==> src/rtl/smt_pkg.sv <==
package smt_pkg;

  localparam int CAPACITY = 16;
  localparam int KEY_BITS = 32;

  localparam int IDX_W = $clog2(CAPACITY);
  localparam int CNT_W = $clog2(CAPACITY + 1);
  localparam int COUNT_OUT_W = 5;
  localparam int REQ_W = 2;
  localparam int IN_DATA_W = ((KEY_BITS + 7) / 8) * 8;
  localparam int OUT_DATA_W = 8;

  localparam logic [REQ_W-1:0] REQ_LOOKUP = 2'd0;
  localparam logic [REQ_W-1:0] REQ_INSERT = 2'd1;
  localparam logic [REQ_W-1:0] REQ_REMOVE = 2'd2;

  typedef enum logic [1:0] {
    ST_IDLE,
    ST_MATCH,
    ST_UPDATE
  } state_t;

  typedef struct packed {
    logic load;
    logic match;
    logic commit;
  } cmd_t;

endpackage

==> src/rtl/smt_ctrl.sv <==
module smt_ctrl (
  input  logic          clk,
  input  logic          rst_n,
  input  logic          in_tvalid,
  output logic          in_tready,
  output logic          out_tvalid,
  input  logic          out_tready,
  output smt_pkg::cmd_t cmd
);

  smt_pkg::state_t state_r, state_nxt;
  logic            out_valid_r, out_valid_nxt;
  logic            out_free;

  always_ff @(posedge clk) begin
    if (!rst_n) begin
      state_r     <= smt_pkg::ST_IDLE;
      out_valid_r <= 1'b0;
    end else begin
      state_r     <= state_nxt;
      out_valid_r <= out_valid_nxt;
    end
  end

  assign out_free   = !out_valid_r || out_tready;
  assign out_tvalid = out_valid_r;

  always_comb begin
    state_nxt  = state_r;
    in_tready  = 1'b0;
    cmd.load   = 1'b0;
    cmd.match  = 1'b0;
    cmd.commit = 1'b0;
    unique case (state_r)
      smt_pkg::ST_IDLE: begin
        in_tready = 1'b1;
        if (in_tvalid) begin
          cmd.load  = 1'b1;
          state_nxt = smt_pkg::ST_MATCH;
        end
      end
      smt_pkg::ST_MATCH: begin
        cmd.match = 1'b1;
        state_nxt = smt_pkg::ST_UPDATE;
      end
      smt_pkg::ST_UPDATE: begin
        if (out_free) begin
          cmd.commit = 1'b1;
          in_tready  = 1'b1;
          if (in_tvalid) begin
            cmd.load  = 1'b1;
            state_nxt = smt_pkg::ST_MATCH;
          end else begin
            state_nxt = smt_pkg::ST_IDLE;
          end
        end
      end
      default: state_nxt = smt_pkg::ST_IDLE;
    endcase
  end

  always_comb begin
    if (cmd.commit) begin
      out_valid_nxt = 1'b1;
    end else if (out_tready) begin
      out_valid_nxt = 1'b0;
    end else begin
      out_valid_nxt = out_valid_r;
    end
  end

endmodule

==> src/rtl/smt_dpath.sv <==
module smt_dpath (
  input  logic                            clk,
  input  logic                            rst_n,
  input  smt_pkg::cmd_t                   cmd,
  input  logic [smt_pkg::REQ_W-1:0]       req_in,
  input  logic [smt_pkg::KEY_BITS-1:0]    key_in,
  output logic                            was_present,
  output logic [smt_pkg::COUNT_OUT_W-1:0] entry_count,
  output logic                            dropped
);

  logic [smt_pkg::KEY_BITS-1:0]    store_r [smt_pkg::CAPACITY];
  logic [smt_pkg::KEY_BITS-1:0]    key_r;
  logic [smt_pkg::REQ_W-1:0]       req_r;
  logic [smt_pkg::CAPACITY-1:0]    hit_r, hit_nxt;
  logic [smt_pkg::CAPACITY-1:0]    shift_en;
  logic [smt_pkg::CNT_W-1:0]       count_r, count_nxt;
  logic                            was_present_r;
  logic [smt_pkg::COUNT_OUT_W-1:0] entry_count_r;
  logic                            dropped_r;
  logic [smt_pkg::CNT_W+smt_pkg::COUNT_OUT_W-1:0] count_wide;

  logic hit, full, is_ins, is_rem, do_ins, do_rem, drop;

  // parallel compare against the live entries
  always_comb begin
    for (int i = 0; i < smt_pkg::CAPACITY; i++) begin
      hit_nxt[i] = (store_r[i] == key_r) && (smt_pkg::CNT_W'(i) < count_r);
    end
  end

  // entries at or above the hit move down by one
  always_comb begin
    for (int i = 0; i < smt_pkg::CAPACITY; i++) begin
      shift_en[i] = |(hit_r & ~({smt_pkg::CAPACITY{1'b1}} << (i + 1)));
    end
  end

  assign hit    = |hit_r;
  assign full   = (count_r == smt_pkg::CNT_W'(smt_pkg::CAPACITY));
  assign is_ins = (req_r == smt_pkg::REQ_INSERT);
  assign is_rem = (req_r == smt_pkg::REQ_REMOVE);
  assign do_ins = is_ins && !hit && !full;
  assign do_rem = is_rem && hit;
  assign drop   = is_ins && !hit && full;

  always_comb begin
    priority if (do_ins) begin
      count_nxt = count_r + 1'b1;
    end else if (do_rem) begin
      count_nxt = count_r - 1'b1;
    end else begin
      count_nxt = count_r;
    end
  end

  assign count_wide = {{smt_pkg::COUNT_OUT_W{1'b0}}, count_nxt};

  always_ff @(posedge clk) begin
    if (!rst_n) begin
      count_r <= '0;
    end else if (cmd.commit) begin
      count_r <= count_nxt;
    end
  end

  always_ff @(posedge clk) begin
    if (cmd.load) begin
      key_r <= key_in;
      req_r <= req_in;
    end
    if (cmd.match) begin
      hit_r <= hit_nxt;
    end
    if (cmd.commit) begin
      was_present_r <= hit;
      entry_count_r <= count_wide[smt_pkg::COUNT_OUT_W-1:0];
      dropped_r     <= drop;
      if (do_ins) begin
        store_r[count_r[smt_pkg::IDX_W-1:0]] <= key_r;
      end
      if (do_rem) begin
        for (int i = 0; i < smt_pkg::CAPACITY - 1; i++) begin
          if (shift_en[i]) begin
            store_r[i] <= store_r[i+1];
          end
        end
      end
    end
  end

  assign was_present = was_present_r;
  assign entry_count = entry_count_r;
  assign dropped     = dropped_r;

endmodule

==> src/rtl/set_membership_table_top.sv <==
// Channel | Direction | tdata (low bit up)                     | tuser
// in_     | slave     | key                                    | req_type
// out_    | master    | was_present, entry_count, dropped, pad | -
//
// One request passes a compare step over all entries, then an update step that
// writes or shifts the store and loads the output register.
// A new request is taken in the update cycle of the previous one.
// A stalled output holds the update cycle until the result register frees.
// rst_n empties the set; stored keys themselves are not cleared.
module set_membership_table_top (
  input  logic                           clk,
  input  logic                           rst_n,
  input  logic                           in_tvalid,
  output logic                           in_tready,
  input  logic [smt_pkg::IN_DATA_W-1:0]  in_tdata,  // key
  input  logic [smt_pkg::REQ_W-1:0]      in_tuser,  // req_type
  output logic                           out_tvalid,
  input  logic                           out_tready,
  output logic [smt_pkg::OUT_DATA_W-1:0] out_tdata  // was_present, entry_count, dropped
);

  smt_pkg::cmd_t                   cmd;
  logic                            was_present;
  logic [smt_pkg::COUNT_OUT_W-1:0] entry_count;
  logic                            dropped;

  smt_ctrl u_ctrl (
    .clk        (clk),
    .rst_n      (rst_n),
    .in_tvalid  (in_tvalid),
    .in_tready  (in_tready),
    .out_tvalid (out_tvalid),
    .out_tready (out_tready),
    .cmd        (cmd)
  );

  smt_dpath u_dpath (
    .clk         (clk),
    .rst_n       (rst_n),
    .cmd         (cmd),
    .req_in      (in_tuser),
    .key_in      (in_tdata[smt_pkg::KEY_BITS-1:0]),
    .was_present (was_present),
    .entry_count (entry_count),
    .dropped     (dropped)
  );

  assign out_tdata = {1'b0, dropped, entry_count, was_present};

endmodule

==> config.mk <==
export PLATFORM = sky130hd
export DESIGN_NAME = set_membership_table_top
export DESIGN_NICKNAME = d
export VERILOG_FILES = /design/src/rtl/smt_pkg.sv /design/src/rtl/smt_ctrl.sv /design/src/rtl/smt_dpath.sv /design/src/rtl/set_membership_table_top.sv
export SDC_FILE = /design/constraint.sdc
export NUM_CORES = 1
export LEC_CHECK = 0
export BUFFER_PORTS_ARGS = -buffer_cell sky130_fd_sc_hd__buf_4
export CORE_MARGIN = 2
export CORE_UTILIZATION = 35
export DETAILED_ROUTE_END_ITERATION = 8
export GPL_ROUTABILITY_DRIVEN = 0
export HOLD_SLACK_MARGIN = 0.05
export SKIP_LAST_GASP = 1
export SLEW_MARGIN = 20
export SYNTH_ARGS = -nofsm -noshare
export SYNTH_HDL_FRONTEND = slang
export SYNTH_SLANG_ARGS = --single-unit
==> constraint.sdc <==
create_clock -name clk -period 4.3 [get_ports clk]
set_input_delay 0.215 -clock clk [delete_from_list [all_inputs] [get_ports clk]]
set_output_delay 0.215 -clock clk [all_outputs]
set_load 0.05 [all_outputs]
# Yosys cells after proc, flatten, opt, wreduce, memory -nomap -nowiden
# Memory sizes are Yosys's and may differ from the RTL's.
# Index checks and enable logic that the tools add are counted.
# Widths: inputs -> output; s select.
[totals] output_inout_bits=10 latchBits=0 mem_bits_ro=0 ramBits=512 in_bits=38 mem_count=1 ff_bits=65
[mem_list] name="u_dpath.store_r" words=16 width=32 read_ports=16 rd_clocked_by_memory_dff=0 write_ports=15 line="smt_dpath.sv:12" rtl="logic [smt_pkg::KEY_BITS-1:0] store_r [smt_pkg::CAPACITY];"
[classes] n_bitwise=0 reduce_logical=43 n_div=0 magnitude_cmp=16 shifts=0 mul=0 add_sub_neg=2 eq_ne=23 muxes=81
[op_table] cell="$eq 32x32->1" n=16
[op_table] cell="$mux 1" n=72
[op_table] cell="$lt 4x5->1 const A" n=8
[op_table] cell="$mux 32" n=1
[op_table] cell="$reduce_or 32->1" n=1
[op_table] cell="$logic_and 1x1->1" n=20
[op_table] cell="$lt 3x5->1 const A" n=4
[op_table] cell="$reduce_or 16->1" n=1
[op_table] cell="$reduce_or 15->1" n=1
[op_table] cell="$reduce_or 14->1" n=1
[op_table] cell="$reduce_or 13->1" n=1
[op_table] cell="$reduce_or 12->1" n=1
[op_table] cell="$reduce_or 11->1" n=1
[op_table] cell="$lt 1x5->1 const A" n=2
[op_table] cell="$lt 2x5->1 const A" n=2
[op_table] cell="$mux 5" n=2
[op_table] cell="$reduce_or 10->1" n=1
[op_table] cell="$reduce_or 9->1" n=1
[op_table] cell="$reduce_or 8->1" n=1
[op_table] cell="$reduce_or 7->1" n=1
[op_table] cell="$pmux 2 s3" n=1
[op_table] cell="$reduce_or 6->1" n=1
[op_table] cell="$add 5x1->5 const B" n=1
[op_table] cell="$eq 5x5->1 const B" n=1
[op_table] cell="17 further kinds" n=23

# Logic depth before layout (Yosys ltp)
[logic_depth] word_depth=8 depth_mapped=8 mapped_depth_nobuf=7

# Modules after synthesis
# Synthesis repeated with hierarchy kept, for this count alone.
[unflattened] hier_cells=2093 area_unflattened_um2=29993.8
[by_module_without_submodules] module="smt_dpath" cells_per_inst=2073 area_each_um2=29801.1 instances=1
[by_module_without_submodules] module="smt_ctrl" cells_per_inst=16 area_each_um2=166.4 instances=1
[by_module_without_submodules] module="set_membership_table_top" cells_per_inst=4 area_each_um2=26.3 instances=1

# Least setup slack after synthesis
# OpenSTA, ideal clock, no wires.
[synth_timing] path_type="flip-flop to flip-flop" from="register u_dpath.hit_r[0] (netlist bit)" to="memory u_dpath.store_r[0][0] (netlist bit), enable pin" path_buffers=2 slack_ns=0.969 path_stages_with_launch=8 period_less_slack_ns=3.331 arrival_ns=2.940 required_time_ns=3.908 path_cell_list="edfxtp_1 > or3_1 > buf_2 > or3_1 > buf_6 > or4_4 > nor3_4 > a22o_1"
[synth_lines] item="start: declaration" line="smt_dpath.sv:15" rtl="logic [smt_pkg::CAPACITY-1:0] hit_r, hit_nxt;"
[synth_lines] item="start signal: assignment" line="smt_dpath.sv:73" rtl="hit_r <= hit_nxt;"
[synth_lines] item="end: declaration" line="smt_dpath.sv:12"

==> implementation parameters <==
Parameter                              Value

Global routing
  Initial antenna violation count ... 4
  Aggregate global routing overflow ... 0
  GRT Total Usage ... between 20 and 25%
  Pin count of the biggest net entering global routing ... 36
  First-pass GRT wire length ... approximately 130000 um
  Number of global-route vias before repair ... roughly 18000

Worst setup path
  Data arrival time of the worst path ... between 3000 and 4000 ps
  Critical-path cell with the highest stage delay ... sky130_fd_sc_hd__or4_4
  Delay of the slowest cell on the worst path ... 700 ps
  Required time of the critical path ... 4580 ps
  Number of buffers and inverters on the critical path ... 1
  Type of the setup path with the least slack ... flop to flop
  Max FO, Critical Path ... 32
  Beginning of the worst register-to-register path ... u_dpath.hit_r[3]
  Crit path max-delay family ... simple AND/OR/NAND/NOR gates
  First element of the critical path ... u_dpath.hit_r[3]
  Critical path cell sequence ... nor4_2 > nand4b_1 > or4_4 > nor3_4 > a21o_1 > buf_4
  Endpoint type of the worst setup path ... flop
  Type of element launching the critical path ... flop

Placement
  Placed cell count ... about 3200
  Total half-perimeter wirelength after legalization and detailed placement ... around 63000 um
  Placement-stage worst setup slack ... 1014 ps
  Port Buf Inserts ... 46

Clock tree
  Clock transition at the register clock pins on the worst setup and hold paths after CTS ... about 70 ps
  Total CTS buffers ... roughly 60
  Buffers from clock root to sink, at most ... 3
  Clock tree from TritonCTS ... done
  Number of clock sinks ... 577
  Buffer count from post-CTS setup fixing ... 0
  Insertion delay to the later sink of the worst-skew pair ... ~660 ps
  Clock root cell ... sky130_fd_sc_hd__clkbuf_16
  Number of levels in the clock H-tree ... 2

Power and ir drop
  Leakage Power ... roughly 11 nW
  Overall power after layout ... roughly 13 mW
  Relative contribution of sequential cells to total power ... 50.9%
  Comb pwr share ... around 8.5%
  Switching power total ... approximately 3 mW
  Clock power share ... 40.6%
  IR Drop Worst-Case VDD ... 0.3183 mV
  Internal power ... 9.579 mW
  Switching power as a share of total power ... 23.90%
  Total power divided by cell area ... between 300 and 400 nW/um^2

Finish
  Fraction of layout instances using a drive strength above 1 ... 33.15%
  Number of nets in the finished design ... around 2200
  Final cell utilization of the core ... ~40%
  Fillers ... approximately 7800
  Non-filler instance count after layout ... ~3400
  Layout-stage area growth over the synthesis result ... 14.32%

STA
  Max-slew violation count ... 0
  Timing-limited maximum frequency ... 299.3 MHz
  Crit share post-route ... between 70% and 80%
  Final clock skew ... ~30 ps
  Final Worst Setup Slack ... approximately 960 ps
  Slew at the pin with the worst max-slew slack ... 1079 ps
  Tmin final ... approximately 3300 ps
  RSZ-0062 raised after global routing ... no
  Final count of negative-setup-slack endpoints ... 0
  Headroom to the max-slew limit ... approximately 28%
  Final Hold Vio Count ... 0
  Setup tns final ... 0 ps

Logic synthesis
  List of most frequent post-synthesis cells ... 569 x sky130_fd_sc_hd__edfxtp_1, 463 x sky130_fd_sc_hd__mux2_2, 312 x sky130_fd_sc_hd__xor2_1
  Avg Synthesized Cell Area ... roughly 14 um^2
  Sequential fraction of the synthesis area ... between 50% and 60%
  Leading post-synthesis cells by cell area ... sky130_fd_sc_hd__edfxtp_1 57%, sky130_fd_sc_hd__mux2_2 17%, sky130_fd_sc_hd__xor2_1 9.1%
  Most frequently used cell type in the post-synthesis netlist ... sky130_fd_sc_hd__edfxtp_1
  Post-synthesis cell area ... 29960 um^2
  Main flop type after synthesis ... sky130_fd_sc_hd__edfxtp_1
  Count of flip-flops with a built-in enable after synthesis ... approximately 570
  Post-Syn Instances ... between 2000 and 2500
  Number of warnings issued by yosys ... 0
  Area share of the largest cell type after synthesis ... between 50% and 60%
  Flip-flop and latch count after synthesis ... ~580
  Number of distinct standard cells referenced by the synthesized netlist ... 56
  Fraction of registers with async set/reset ... 0%
  Syn nets ... ~2100
  Cell type with the highest aggregate area in the netlist ... sky130_fd_sc_hd__edfxtp_1

Min path
  Hold Path Origin ... in_tdata[28]
  Min-delay worst type ... input pin to flop

Detailed routing
  Number of nets with antenna violations after routing ... 0
  Count of vias placed by the detailed router ... 17860
  DRC violations left ... 0
  Post-detailed-route wirelength per cell ... 26.62 um
  Number of vias per cell ... 5.318
  Length of the first detailed-routing pass in iterations ... 5
  Iteration-0 DRC count of the detailed router ... about 1700
  Total detailed-routing wirelength ... a little under 90000 um

Flow run
  Reported max-cap violation count ... 0

Floorplan
  Die Y-Extent ... a little under 300 um
  Die Outline Area ... slightly below 90000 um^2
  Num rows ... roughly 110
  Initial standard-cell utilization of the core ... a little over a third
  Number of I/O pins ... 48
  X dimension of the die ... around 300 um
  Floorplan core area ... 85010 um^2

Status
  Outcome ... completed
per-layer routing:
layer | routed length [um] | global-route usage, % | part of all wire [%]
met5 | 0 | 0 | 0
met2 | 41360 | 32.61 | 46
met1 | 39770 | 28.45 | 44
met3 | 5443 | 2.832 | 6.1
met4 | 2812 | 6.504 | 3.1
worst reg2reg max path, delay by kind of cell, from the launching register on:
kind                   cells  cell delay (ps)
AOI/OAI and AO/OA          1              150
DFF                        1              480
and+or+nand+nor            4             1930
buffers and inverters      1              400
path summary, 6_finish.rpt:
| kind | end | slack (ps) | cells past startpoint |
|---|---|---|---|
| setup / recovery | u_dpath.store_r[1][23] | 960 | 6 |
| hold / removal | u_dpath.key_r[28] | 270 | 2 |
| hold reg to reg | u_ctrl.state_r[1] | 530 | 3 |
| setup reg to reg | u_dpath.store_r[1][23] | 960 | 6 |
sequential cells by signal (all words and copies together) (netlist names), 2 cells and up:
signal	flops
u_dpath.entry_count	5
u_ctrl.state_r	2
u_dpath.store_r	512
u_dpath.key_r	32
u_dpath.req_r	2
u_dpath.count_r	5
u_dpath.hit_r	16
cell families (layout without fill, tap and decap cells):
logic type / after synthesis / after routing / synth area share (%)
compound gates: 61 / 61 / 1.441
xor+xnor: 513 / 513 / 14.99
fa+ha+maj: 5 / 5 / 0.2088
buf+inv: 192 / 305 / 2.618
flops: 577 / 577 / 57.56
mux: 473 / 473 / 17.76
other cells: 1 / 4 / 0.01252
simple gates: 276 / 276 / 5.412
through the flow:
stage,cell area [um^2],hold WS [ps]
global placement,31970,392.9
finish,34250,274.3
global route,34250,260.7
floorplan,29960,313.9
detailed placement,31970,394.4
CTS,34230,242.2
area by class of cell:
type,instances,area [um^2],share of cell area (%)
antenna,3,7.507,0.02192
clock inverter,45,391.6,1.143
clock buffer,65,1499,4.376
multi-input combinational,1329,12030,35.12
timing repair buffer,187,1617,4.719
tap,1144,1431,4.179
sequential,577,17250,50.35
inverter,8,30.03,0.08766
cells in the final DEF (no fill, tap or decap), types with 5 or more instances in the layout:
cell type | synthesis | layout
sky130_fd_sc_hd__a2111oi_0 | 5 | 5
sky130_fd_sc_hd__a21oi_1 | 9 | 7
sky130_fd_sc_hd__a31o_2 | 7 | 7
sky130_fd_sc_hd__buf_12 | 0 | 9
sky130_fd_sc_hd__buf_4 | 3 | 140
sky130_fd_sc_hd__bufinv_16 | 0 | 5
sky130_fd_sc_hd__clkbuf_1 | 114 | 6
sky130_fd_sc_hd__clkbuf_16 | 0 | 59
sky130_fd_sc_hd__clkinv_1 | 0 | 14
sky130_fd_sc_hd__clkinv_2 | 0 | 16
sky130_fd_sc_hd__clkinvlp_4 | 0 | 6
sky130_fd_sc_hd__dfxtp_1 | 8 | 8
sky130_fd_sc_hd__dlygate4sd3_1 | 0 | 37
sky130_fd_sc_hd__edfxtp_1 | 569 | 569
sky130_fd_sc_hd__ha_1 | 5 | 5
sky130_fd_sc_hd__inv_1 | 8 | 8
sky130_fd_sc_hd__mux2_1 | 5 | 5
sky130_fd_sc_hd__mux2_2 | 463 | 463
sky130_fd_sc_hd__mux2i_1 | 5 | 5
sky130_fd_sc_hd__nand2_1 | 31 | 31
sky130_fd_sc_hd__nand2b_1 | 9 | 9
sky130_fd_sc_hd__nand3_1 | 22 | 22
sky130_fd_sc_hd__nand4_1 | 58 | 58
sky130_fd_sc_hd__nor2_1 | 14 | 8
sky130_fd_sc_hd__nor2_2 | 0 | 6
sky130_fd_sc_hd__nor2b_1 | 7 | 6
sky130_fd_sc_hd__nor3_1 | 21 | 21
sky130_fd_sc_hd__nor4_1 | 89 | 89
sky130_fd_sc_hd__o21ai_0 | 15 | 15
sky130_fd_sc_hd__xnor2_1 | 201 | 201
sky130_fd_sc_hd__xor2_1 | 312 | 312
repair_timing:
item | 4_1_cts | 5_1_grt
hold buffers | 37 | 0
endpoints found under the hold margin | 42 | 0
resized for setup | 0 | 0
setup endpoints to repair | 0 | 0
power by group through the flow:
stage | clock network, mW | logic (mW) | registers [mW]
after global routing | 5.39 | 1.15 | 6.40
after global placement | 0 | 1.03 | 6.52
after floorplan | 0 | 0.708 | 6.43
after detailed placement | 0 | 1.03 | 6.52
final | 5.11 | 1.07 | 6.40
after CTS | 5.18 | 1.07 | 6.40
(Power assumes the default switching activity.)
